[src/rtl/xasp_pkg.sv]
// Package for the XOR archive stream parser: state, result and command types,
// plus fixed constants of the archive format. No dependencies.
`default_nettype none
package xasp_pkg;

    localparam logic [7:0]  KEY_RESET  = 8'hF7;
    localparam logic [7:0]  FLAG_END   = 8'h80;
    localparam logic [63:0] MAGIC_WORD = 64'h0000_0000_BAC0_4AC0;

    typedef enum logic [3:0] {
        ST_MAGIC,
        ST_VERSION,
        ST_FLAG,
        ST_NAMELEN,
        ST_NAME,
        ST_SIZE,
        ST_TIME,
        ST_BODY,
        ST_DONE,
        ST_ERROR,
        ST_SEEK_RD,
        ST_SEEK_CHK,
        ST_FIN_ERR
    } state_t;

    typedef enum logic [2:0] {
        KIND_NAME = 3'd0,
        KIND_SIZE = 3'd1,
        KIND_TIME = 3'd2,
        KIND_BODY = 3'd3,
        KIND_ERR  = 3'd4
    } kind_t;

    typedef enum logic [1:0] {
        ERR_MAGIC   = 2'd0,
        ERR_VERSION = 2'd1,
        ERR_BROKEN  = 2'd2,
        ERR_FULL    = 2'd3
    } err_t;

    typedef enum logic [1:0] {
        SRC_BYTE,
        SRC_ASM,
        SRC_ERR
    } src_t;

    typedef enum logic [1:0] {
        IDX_RC,
        IDX_CUR,
        IDX_NONE
    } idx_sel_t;

    // One result item as held in the output queue.
    typedef struct packed {
        kind_t       kind;
        logic [63:0] payload;
        logic [7:0]  idx;
        logic        eoi;
    } res_t;

    // Commands from the controller to the datapath.
    typedef struct packed {
        logic     acc;
        logic     fld_clr;
        logic     fc_load;
        logic     fc_dec;
        logic     tbl_wr;
        logic     rc_inc;
        logic     cur_zero;
        logic     cur_inc;
        logic     bl_load;
        logic     bl_clr;
        logic     bl_dec;
        logic     rd;
        logic     clear_all;
        logic     push;
        kind_t    kind;
        src_t     src;
        idx_sel_t idx_sel;
        logic     eoi;
        err_t     err;
    } dp_cmd_t;

    // Status from the datapath to the controller.
    typedef struct packed {
        logic q_space;
        logic d_is_end;
        logic d_is_zero;
        logic magic_ok;
        logic ver_ok;
        logic fc_is3;
        logic fc_is7;
        logic fc_le1;
        logic rc_full;
        logic bl_le1;
        logic cur_end;
        logic ram_zero;
    } dp_status_t;

endpackage
`default_nettype wire

[src/rtl/xasp_ctrl.sv]
// Controller of the archive parser: parse phase state machine, zero-size skip
// sequencing and end-of-archive handling. Depends on xasp_pkg.
`default_nettype none
module xasp_ctrl
    import xasp_pkg::*;
(
    input  wire logic       clk,
    input  wire logic       rst_n,
    input  wire logic       s_tvalid,
    input  wire logic       s_tlast,
    output logic            s_tready,
    input  wire dp_status_t st,
    output dp_cmd_t         cmd
);

    state_t state_reg, state_next, phase_nx;
    logic   fin_reg, fin_next;
    logic   parse_st;
    logic   take;

    assign parse_st = (state_reg == ST_MAGIC)   || (state_reg == ST_VERSION) ||
                      (state_reg == ST_FLAG)    || (state_reg == ST_NAMELEN) ||
                      (state_reg == ST_NAME)    || (state_reg == ST_SIZE)    ||
                      (state_reg == ST_TIME)    || (state_reg == ST_BODY)    ||
                      (state_reg == ST_DONE)    || (state_reg == ST_ERROR);
    assign s_tready = parse_st && st.q_space;
    assign take     = s_tready && s_tvalid;

    always_comb
    begin
        cmd        = '0;
        cmd.kind   = KIND_ERR;
        cmd.src    = SRC_ERR;
        cmd.idx_sel = IDX_NONE;
        cmd.err    = ERR_MAGIC;
        state_next = state_reg;
        phase_nx   = state_reg;
        fin_next   = fin_reg;

        unique case (state_reg)
            ST_MAGIC, ST_VERSION:
            begin
                if (take)
                begin
                    cmd.acc = 1'b1;
                    if (st.fc_is3)
                    begin
                        if (state_reg == ST_MAGIC)
                        begin
                            if (st.magic_ok)
                            begin
                                cmd.fld_clr = 1'b1;
                                phase_nx    = ST_VERSION;
                            end
                            else
                            begin
                                cmd.push = 1'b1;
                                cmd.err  = ERR_MAGIC;
                                phase_nx = ST_ERROR;
                            end
                        end
                        else
                        begin
                            if (st.ver_ok)
                            begin
                                phase_nx = ST_FLAG;
                            end
                            else
                            begin
                                cmd.push = 1'b1;
                                cmd.err  = ERR_VERSION;
                                phase_nx = ST_ERROR;
                            end
                        end
                    end
                end
            end
            ST_FLAG:
            begin
                if (take)
                begin
                    priority if (st.d_is_end)
                    begin
                        cmd.cur_zero = 1'b1;
                        phase_nx     = ST_SEEK_RD;
                    end
                    else if (st.rc_full)
                    begin
                        cmd.push = 1'b1;
                        cmd.err  = ERR_FULL;
                        phase_nx = ST_ERROR;
                    end
                    else
                    begin
                        phase_nx = ST_NAMELEN;
                    end
                end
            end
            ST_NAMELEN:
            begin
                if (take)
                begin
                    if (st.d_is_zero)
                    begin
                        cmd.fld_clr = 1'b1;
                        phase_nx    = ST_SIZE;
                    end
                    else
                    begin
                        cmd.fc_load = 1'b1;
                        phase_nx    = ST_NAME;
                    end
                end
            end
            ST_NAME:
            begin
                if (take)
                begin
                    cmd.push    = 1'b1;
                    cmd.kind    = KIND_NAME;
                    cmd.src     = SRC_BYTE;
                    cmd.idx_sel = IDX_RC;
                    cmd.eoi     = st.fc_le1;
                    if (st.fc_le1)
                    begin
                        cmd.fld_clr = 1'b1;
                        phase_nx    = ST_SIZE;
                    end
                    else
                    begin
                        cmd.fc_dec = 1'b1;
                    end
                end
            end
            ST_SIZE:
            begin
                if (take)
                begin
                    cmd.acc = 1'b1;
                    if (st.fc_is3)
                    begin
                        cmd.tbl_wr  = 1'b1;
                        cmd.push    = 1'b1;
                        cmd.kind    = KIND_SIZE;
                        cmd.src     = SRC_ASM;
                        cmd.idx_sel = IDX_RC;
                        cmd.fld_clr = 1'b1;
                        phase_nx    = ST_TIME;
                    end
                end
            end
            ST_TIME:
            begin
                if (take)
                begin
                    cmd.acc = 1'b1;
                    if (st.fc_is7)
                    begin
                        cmd.push    = 1'b1;
                        cmd.kind    = KIND_TIME;
                        cmd.src     = SRC_ASM;
                        cmd.idx_sel = IDX_RC;
                        cmd.rc_inc  = 1'b1;
                        cmd.fld_clr = 1'b1;
                        phase_nx    = ST_FLAG;
                    end
                end
            end
            ST_BODY:
            begin
                if (take)
                begin
                    cmd.push    = 1'b1;
                    cmd.kind    = KIND_BODY;
                    cmd.src     = SRC_BYTE;
                    cmd.idx_sel = IDX_CUR;
                    cmd.eoi     = st.bl_le1;
                    if (st.bl_le1)
                    begin
                        cmd.cur_inc = 1'b1;
                        phase_nx    = ST_SEEK_RD;
                    end
                    else
                    begin
                        cmd.bl_dec = 1'b1;
                    end
                end
            end
            ST_DONE, ST_ERROR:
            begin
                phase_nx = state_reg;
            end
            ST_SEEK_RD:
            begin
                if (st.cur_end)
                begin
                    cmd.bl_clr = 1'b1;
                    if (fin_reg)
                    begin
                        cmd.clear_all = 1'b1;
                        fin_next      = 1'b0;
                        state_next    = ST_MAGIC;
                    end
                    else
                    begin
                        state_next = ST_DONE;
                    end
                end
                else
                begin
                    cmd.rd     = 1'b1;
                    state_next = ST_SEEK_CHK;
                end
            end
            ST_SEEK_CHK:
            begin
                if (st.ram_zero)
                begin
                    cmd.cur_inc = 1'b1;
                    state_next  = ST_SEEK_RD;
                end
                else
                begin
                    cmd.bl_load = 1'b1;
                    fin_next    = 1'b0;
                    state_next  = fin_reg ? ST_FIN_ERR : ST_BODY;
                end
            end
            ST_FIN_ERR:
            begin
                if (st.q_space)
                begin
                    cmd.push      = 1'b1;
                    cmd.err       = ERR_BROKEN;
                    cmd.clear_all = 1'b1;
                    state_next    = ST_MAGIC;
                end
            end
            default:
            begin
                state_next = ST_MAGIC;
            end
        endcase

        // Resolve the end-of-archive marker once the item's own step is known.
        if (take)
        begin
            if (phase_nx == ST_SEEK_RD)
            begin
                fin_next   = s_tlast;
                state_next = ST_SEEK_RD;
            end
            else if (!s_tlast)
            begin
                state_next = phase_nx;
            end
            else if ((phase_nx == ST_DONE) || (phase_nx == ST_ERROR))
            begin
                cmd.clear_all = 1'b1;
                state_next    = ST_MAGIC;
            end
            else
            begin
                state_next = ST_FIN_ERR;
            end
        end
    end

    always_ff @(posedge clk or negedge rst_n)
    begin
        if (!rst_n)
        begin
            state_reg <= ST_MAGIC;
            fin_reg   <= 1'b0;
        end
        else
        begin
            state_reg <= state_next;
            fin_reg   <= fin_next;
        end
    end

endmodule
`default_nettype wire

[config.mk]
export PLATFORM = sky130hd
export DESIGN_NAME = xasp_ctrl
export DESIGN_NICKNAME = d
export VERILOG_FILES = /design/src/rtl/xasp_pkg.sv /design/src/rtl/xasp_ctrl.sv
export SDC_FILE = /design/constraint.sdc
export NUM_CORES = 1
export LEC_CHECK = 0
export BUFFER_PORTS_ARGS = -buffer_cell sky130_fd_sc_hd__buf_2
export CAP_MARGIN = 15
export CORE_MARGIN = 4
export CORE_UTILIZATION = 34
export CTS_BUF_LIST = sky130_fd_sc_hd__clkbuf_8
export DETAILED_ROUTE_END_ITERATION = 10
export SYNTH_ARGS = -nofsm -noshare
export SYNTH_HDL_FRONTEND = slang
export SYNTH_SLANG_ARGS = --single-unit
export TNS_END_PERCENT = 100
[constraint.sdc]
create_clock -name clk -period 1.85 [get_ports clk]
set_clock_uncertainty 0.05 [all_clocks]
set_input_delay 0.0925 -clock clk [delete_from_list [all_inputs] [get_ports clk]]
set_output_delay 0.0925 -clock clk [all_outputs]
set_load 0.02 [all_outputs]
==> flow_metrics.tcl, run 1 <==
set metrics [dict create \
    slew_headroom 0.7650 \
    post-route-util 0.5358 \
    p_per_area_mw_per_mm2 1012 \
    core_region_area_sq_mm 0.002758 \
    setup_viol 5 \
    dieArea_sq_mm 0.003804 \
    ff2ff_path_depth 7 \
    fp-row-count 19 \
    avgSynthCellArea_sq_um 6.665 \
    cts_tree "built" \
    post_synth_num_cell_types 49 \
    yosys_warnings 0 \
    cts_num_sinks 5 \
    first_global_vias 1202 \
    start_util 0.3553 \
    layout-drive-gt1-share 0.4307 \
    vias 1408 \
    cts_buffers 3 \
    via_per_inst 6.043 \
    layout_min_cycle_time_ps 1970 \
    end_kind "output port" \
    r2r_slack_ps -20 \
    syn_to_final_growth_pct 50.83 \
    wl_per_cell_um 16.70 \
    layout_setup_ws_ps -120.3 \
    totalWireLength_mm 3.891 \
    largest_reg_flops 4 \
    gp_congestion 0.9158 \
    synth_nets 163 \
    maxCapViolCount 0 \
    diodes 0 \
    leakage_nw 0.6916 \
    die_h_um 61.68 \
    fmax_mhz 507.5 \
    worstMarginPinSlew_ps 352.5 \
    crit_type "flop to output port" \
    netlist_area_sq_um 979.7 \
    drt_iter0_drc 75 \
    first_pass_iters 4 \
    synth_area_leaders "dfrtp_1 (13%), nand2_1 (5.7%), o21ai_0 (5.1%), nand3_1 (4.1%), a21oi_1 (3.6%)" \
    antenna_found_initial 0 \
    drv_slew 0 \
    cts_max_path_buffers 2 \
    start_kind "flop" \
    arrival_ps 1830 \
    syn_inst 147 \
    pre_cts_ws_ps -45.68 \
    worst-path-max-fanout 3 \
    worst_hold_path.endpoint "state_reg[0]" \
    fin_nets 219 \
    htree_levels 1 \
    ys.flop_type "dfrtp_1" \
    fin_crit_sh 1.065 \
    post-dp-hpwl_mm 2.880 \
    worst_skew_pair.late_latency_ps 230 \
    vdd_drop_max_mv 1.048 \
    postRouteAntennaNets 0 \
    synth_top_area_share 0.1277 \
    path_clk_slew_ps 40 \
    grt-ovfl-total 0 \
    r2r-start "state_reg[0]" \
    synth_seq_cells 5 \
    ios 41 \
    rsz0062_at_grt "true" \
    min_path_cells 2 \
    hold_viol 0 \
    rr_endpoint "state_reg[2]" \
    grtUsageTotal 0.2043 \
    fp.dieW_um 61.68 \
    grt_max_degree 19 \
    io_buffers 40 \
    grt_pass1_wl_mm 5.823 \
    run_status "finished with violations" \
    hold_path.startpoint "s_tlast" \
    required_ps 1710 \
    violations "negative setup slack" \
    synth_edf_count 0 \
    hold_class "primary input to flop" \
    drc 0 \
    yosysSeqAreaShare 0.1277 \
    yosys.area.top_type "dfrtp_1" \
    cts.root.buffer_cell "clkbuf_8" \
    synth-async-reset-ratio 1.000 \
]
layout make-up:
class / count / area (sq um)
Tap cell: 31 / 38.79
Fill cell: 276 / 1280
Clock buffer: 3 / 41.29
Inverter: 5 / 18.77
Timing Repair Buffer: 65 / 421.7
Sequential cell: 5 / 127.6
Clock inverter: 1 / 3.754
Multi-Input combinational cell: 123 / 825.8
where the power goes:
group	leakage [nW]	total [W]	internal (W)	switching, W
Clock	0.0269	0.000200	0.000143	0.0000577
Combinational	0.604	0.00109	0.000485	0.000605
Sequential	0.0608	0.000205	0.000153	0.0000519
worst max path at each step:
stage / start / to / slack, ps / depth (start not counted)
2_1_floorplan: state_reg[3] / state_reg[3] / 10 / 6
3_3_place_gp: state_reg[1] / cmd[11] / 50 / 7
3_5_place_dp: state_reg[0] / cmd[11] / -50 / 6
4_1_cts: state_reg[0] / cmd[11] / -100 / 6
5_1_grt: state_reg[3] / cmd[11] / -200 / 6
6_report: state_reg[2] / cmd[11] / -120 / 7
per-layer routing:
| layer | track usage | up-vias | share of wire |
|---|---|---|---|
| met4 | 0.04848 | 0 | 0.016 |
| met1 | 0.2841 | 663 | 0.43 |
| met2 | 0.3348 | 70 | 0.47 |
| li1 | - | 667 | - |
| met3 | 0.02516 | 8 | 0.091 |
| met5 | 0 | - | 0 |
cells in the final DEF, fill, tap and decap left out, types with 2 or more instances in the layout:
cell type and n:
inv_1 5, o211ai_1 4, nand2_1 14, buf_4 23, nand2b_1 4, nor3_2 2
a22oi_1 3, o21ai_1 3, nor2_1 8, and3_1 4, nor3b_1 2, dfrtp_2 2
nand3b_1 4, o31ai_1 2, dfrtp_1 3, a21oi_1 6, clkbuf_8 3, nor2b_1 4
o21ai_0 6, and2_1 3, nor4_1 2, and3b_1 2, a21o_1 3, buf_6 3
buf_2 37, a31oi_2 2, o21a_1 2, nand4_1 4, nor3_1 4, nand3_1 7
cells in the mapped netlist (all sizes together), types with 2 or more instances:
master and count:
a21o 3, nand4 4, o31ai 2, or3 2, a211oi 2, clkbuf 3
inv 5, nor3 6, o211ai 4, a22oi 3, nand2b 4, nand3 8
buf 11, and3 4, nand2 15, dfrtp 5, nand3b 4, a21oi 7
and3b 2, and2 4, nor4 2, o21ai 10, nor3b 2, a31oi 2
nor2b 4, nor2 8, o21a 2
critical path, stage by stage, from the launching register on:
cell and delay, ps:
dfrtp_1 380, and4bb_1 300, buf_4 130, o211ai_1 90
o211a_1 160, or3_4 350, nand3_2 90, buf_6 110
cell families (layout without fill, tap and decap cells):
kind of cell,after synthesis,count (layout),synth area share
xor gates and xnor gates,1,1,0.008942
DFF,5,5,0.1277
buffers and inverters,19,74,0.09705
muxes,1,1,0.01149
and+or+nand+nor,75,75,0.4317
AOI/OAI and AO/OA,46,46,0.3231
what timing repair did:
item,CTS,global route
hold buffers,1,0
hold endpoints to repair,5,0
pin swaps,4,4
gates resized for setup,16,10
setup endpoints to repair,7,13
setup buffers,7,0
through the flow:
step / setup TNS (ps) / instance area (sq um) / hold slack, ps / std cells / total power [W]
floorplan: 0 / 994.7 / -253.1 / 147 / 0.0008195
global placement: 0 / 1285 / -144.1 / 221 / 0.001097
detailed placement: -53.45 / 1285 / -139.1 / 221 / 0.001114
CTS: -140.1 / 1438 / 83.78 / 233 / 0.001425
global route: -1334 / 1478 / 128.2 / 233 / 0.001604
finish: -251.2 / 1478 / 98.34 / 233 / 0.001496
No activity file was read; power rests on OpenSTA's default activity.
==> inputs of run 2 (changes only) <==
Settings changed: RECOVER_POWER from default to 50.
==> flow_metrics.tcl, run 2 (synthesized netlist as in run 1, its figures left out) <==
set metrics [dict create \
    core_region_area_sq_mm 0.002758 \
    layout_min_cycle_time_ps 1970 \
    grt-ovfl-total 0 \
    cts.root.buffer_cell "clkbuf_8" \
    regArea_sq_um 127.6 \
    setup_viol 5 \
    worst-path-max-fanout 3 \
    totalWireLength_mm 3.900 \
    grt_pass1_wl_mm 5.823 \
    cts_num_sinks 5 \
    fmax_mhz 507.5 \
    grtUsageTotal 0.2043 \
    dr.max_layer_used "met4" \
    gp_congestion 0.9158 \
    syn_to_final_growth_pct 50.45 \
    cts_max_path_buffers 2 \
    first_global_vias 1202 \
    drc 0 \
    fp.dieW_um 61.68 \
    layout_setup_ws_ps -120.3 \
    fin_crit_sh 1.065 \
    postRouteAntennaNets 0 \
    violations "negative setup slack" \
    leakage_nw 0.6804 \
    numPlacedInstances 221 \
    diodes 0 \
    worst_skew_pair.late_latency_ps 230 \
    vdd_drop_max_mv 1.048 \
    post-route-util 0.5345 \
    run_status "finished with violations" \
    crit_slowest_cell "dfrtp_1" \
    cts_buffers 3 \
    grt_max_degree 19 \
    fp-row-count 19 \
    rsz0062_at_grt "true" \
    fin_cells 233 \
    m1WireLength_mm 1.662 \
    start_util 0.3553 \
    wl_per_cell_um 16.74 \
    fin_nets 219 \
    drv_slew 0 \
    wl_met3_um 358 \
    required_ps 1710 \
    die_h_um 61.68 \
    p_per_area_mw_per_mm2 1014 \
    vias 1409 \
    fill_cells 277 \
    via_per_inst 6.047 \
    cts_tree "built" \
    slew_headroom 0.7684 \
    crit_chain "and4bb_1 -> buf_4 -> o211ai_1 -> o211a_1 -> or3_4 -> nand3_2 -> buf_6" \
    path_clk_slew_ps 40 \
    drt_iter0_drc 74 \
    wl_met2_mm 1.815 \
    io_buffers 40 \
    antenna_found_initial 0 \
    layout-drive-gt1-share 0.4158 \
    end_kind "output port" \
    hold_viol 0 \
    dpl_cell_area_sq_mm 0.001285 \
    finalInstanceArea_sq_mm 0.001474 \
    start_kind "flop" \
    htree_levels 1 \
    arrival_ps 1830 \
    maxCapViolCount 0 \
    worstMarginPinSlew_ps 347.4 \
    cpPeakStageDelay_ps 380 \
    finalSetupTns_ps -250.1 \
    final_common_cell "buf_2" \
    multiInputGateArea_sq_um 825.8 \
    dieArea_sq_mm 0.003804 \
    first_pass_iters 4 \
    crit_type "flop to output port" \
    post-dp-hpwl_mm 2.880 \
    mostFrequentLayoutCells "buf_2 (34), buf_4 (23), nand2_1 (14)" \
    hold_class "primary input to flop" \
    ios 41 \
    largest_reg_flops 4 \
]
[run 2: changes by cell type in the layout (fill, tap and decap cells not counted)]
cell / change
buf_2: -3
clkbuf_1: +3
[run 2: layout make-up]
cell class	instances	area share
multi-input cells	123	0.5603
well taps	31	0.02632
clock inverters	1	0.002547
inverters	5	0.01273
repair buffers	65	0.2835
clock buffers	3	0.02801
flip-flops and latches	5	0.08659
[run 2: worst max-delay path, delay by kind of cell (launching register included)]
family | cells | cell delay [ps]
AND/OR/NAND/NOR | 3 | 740
AO/OA/AOI/OAI | 2 | 250
buffers and inverters | 2 | 240
flip-flops | 1 | 380
[run 2: what timing repair did]
item | in CTS | in global routing
pin swaps | 4 | 4
endpoints found under the setup margin | 7 | 13
endpoints found under the hold margin | 5 | 0
hold buffers | 1 | 0
resized for setup | 16 | 10
buffers inserted | 7 | 0
[run 2: path summary, 6_finish.rpt]
kind,from,to,slack [ps],cells after the start
setup reg to reg,state_reg[0],state_reg[2],-20,7
hold / removal,s_tlast,state_reg[0],100,2
max in group asynchronous,rst_n,state_reg[0],1330,2
setup / recovery,state_reg[2],cmd[11],-120,7
hold reg to reg,fin_reg,state_reg[0],690,3
min in group asynchronous,rst_n,state_reg[3],190,2
[run 2: layer usage]
| layer | track usage | up-vias |
|---|---|---|
| met5 | 0 | - |
| met1 | 0.2841 | 663 |
| li1 | - | 667 |
| met3 | 0.02516 | 8 |
| met2 | 0.3348 | 71 |
| met4 | 0.04848 | 0 |
[run 2: per-stage QoR]
stage	power (W)	worst slack, ps	hold WS [ps]
global route	0.001602	-203.3	128.2
detailed placement	0.001114	-45.68	-139.1
global placement	0.001097	51.84	-144.1
floorplan	0.0008195	13.67	-253.1
finish	0.001495	-120.3	98.41
CTS	0.001425	-98.47	83.78
[run 2: power breakdown]
| group | internal (W) | leakage, nW | switching, W | total [W] |
|---|---|---|---|---|
| combinational | 0.000484 | 0.593 | 0.000606 | 0.00109 |
| sequential | 0.000153 | 0.0608 | 0.0000518 | 0.000205 |
| clock | 0.000143 | 0.0269 | 0.0000577 | 0.000200 |
| total | 0.000780 | 0.680 | 0.000715 | 0.00149 |
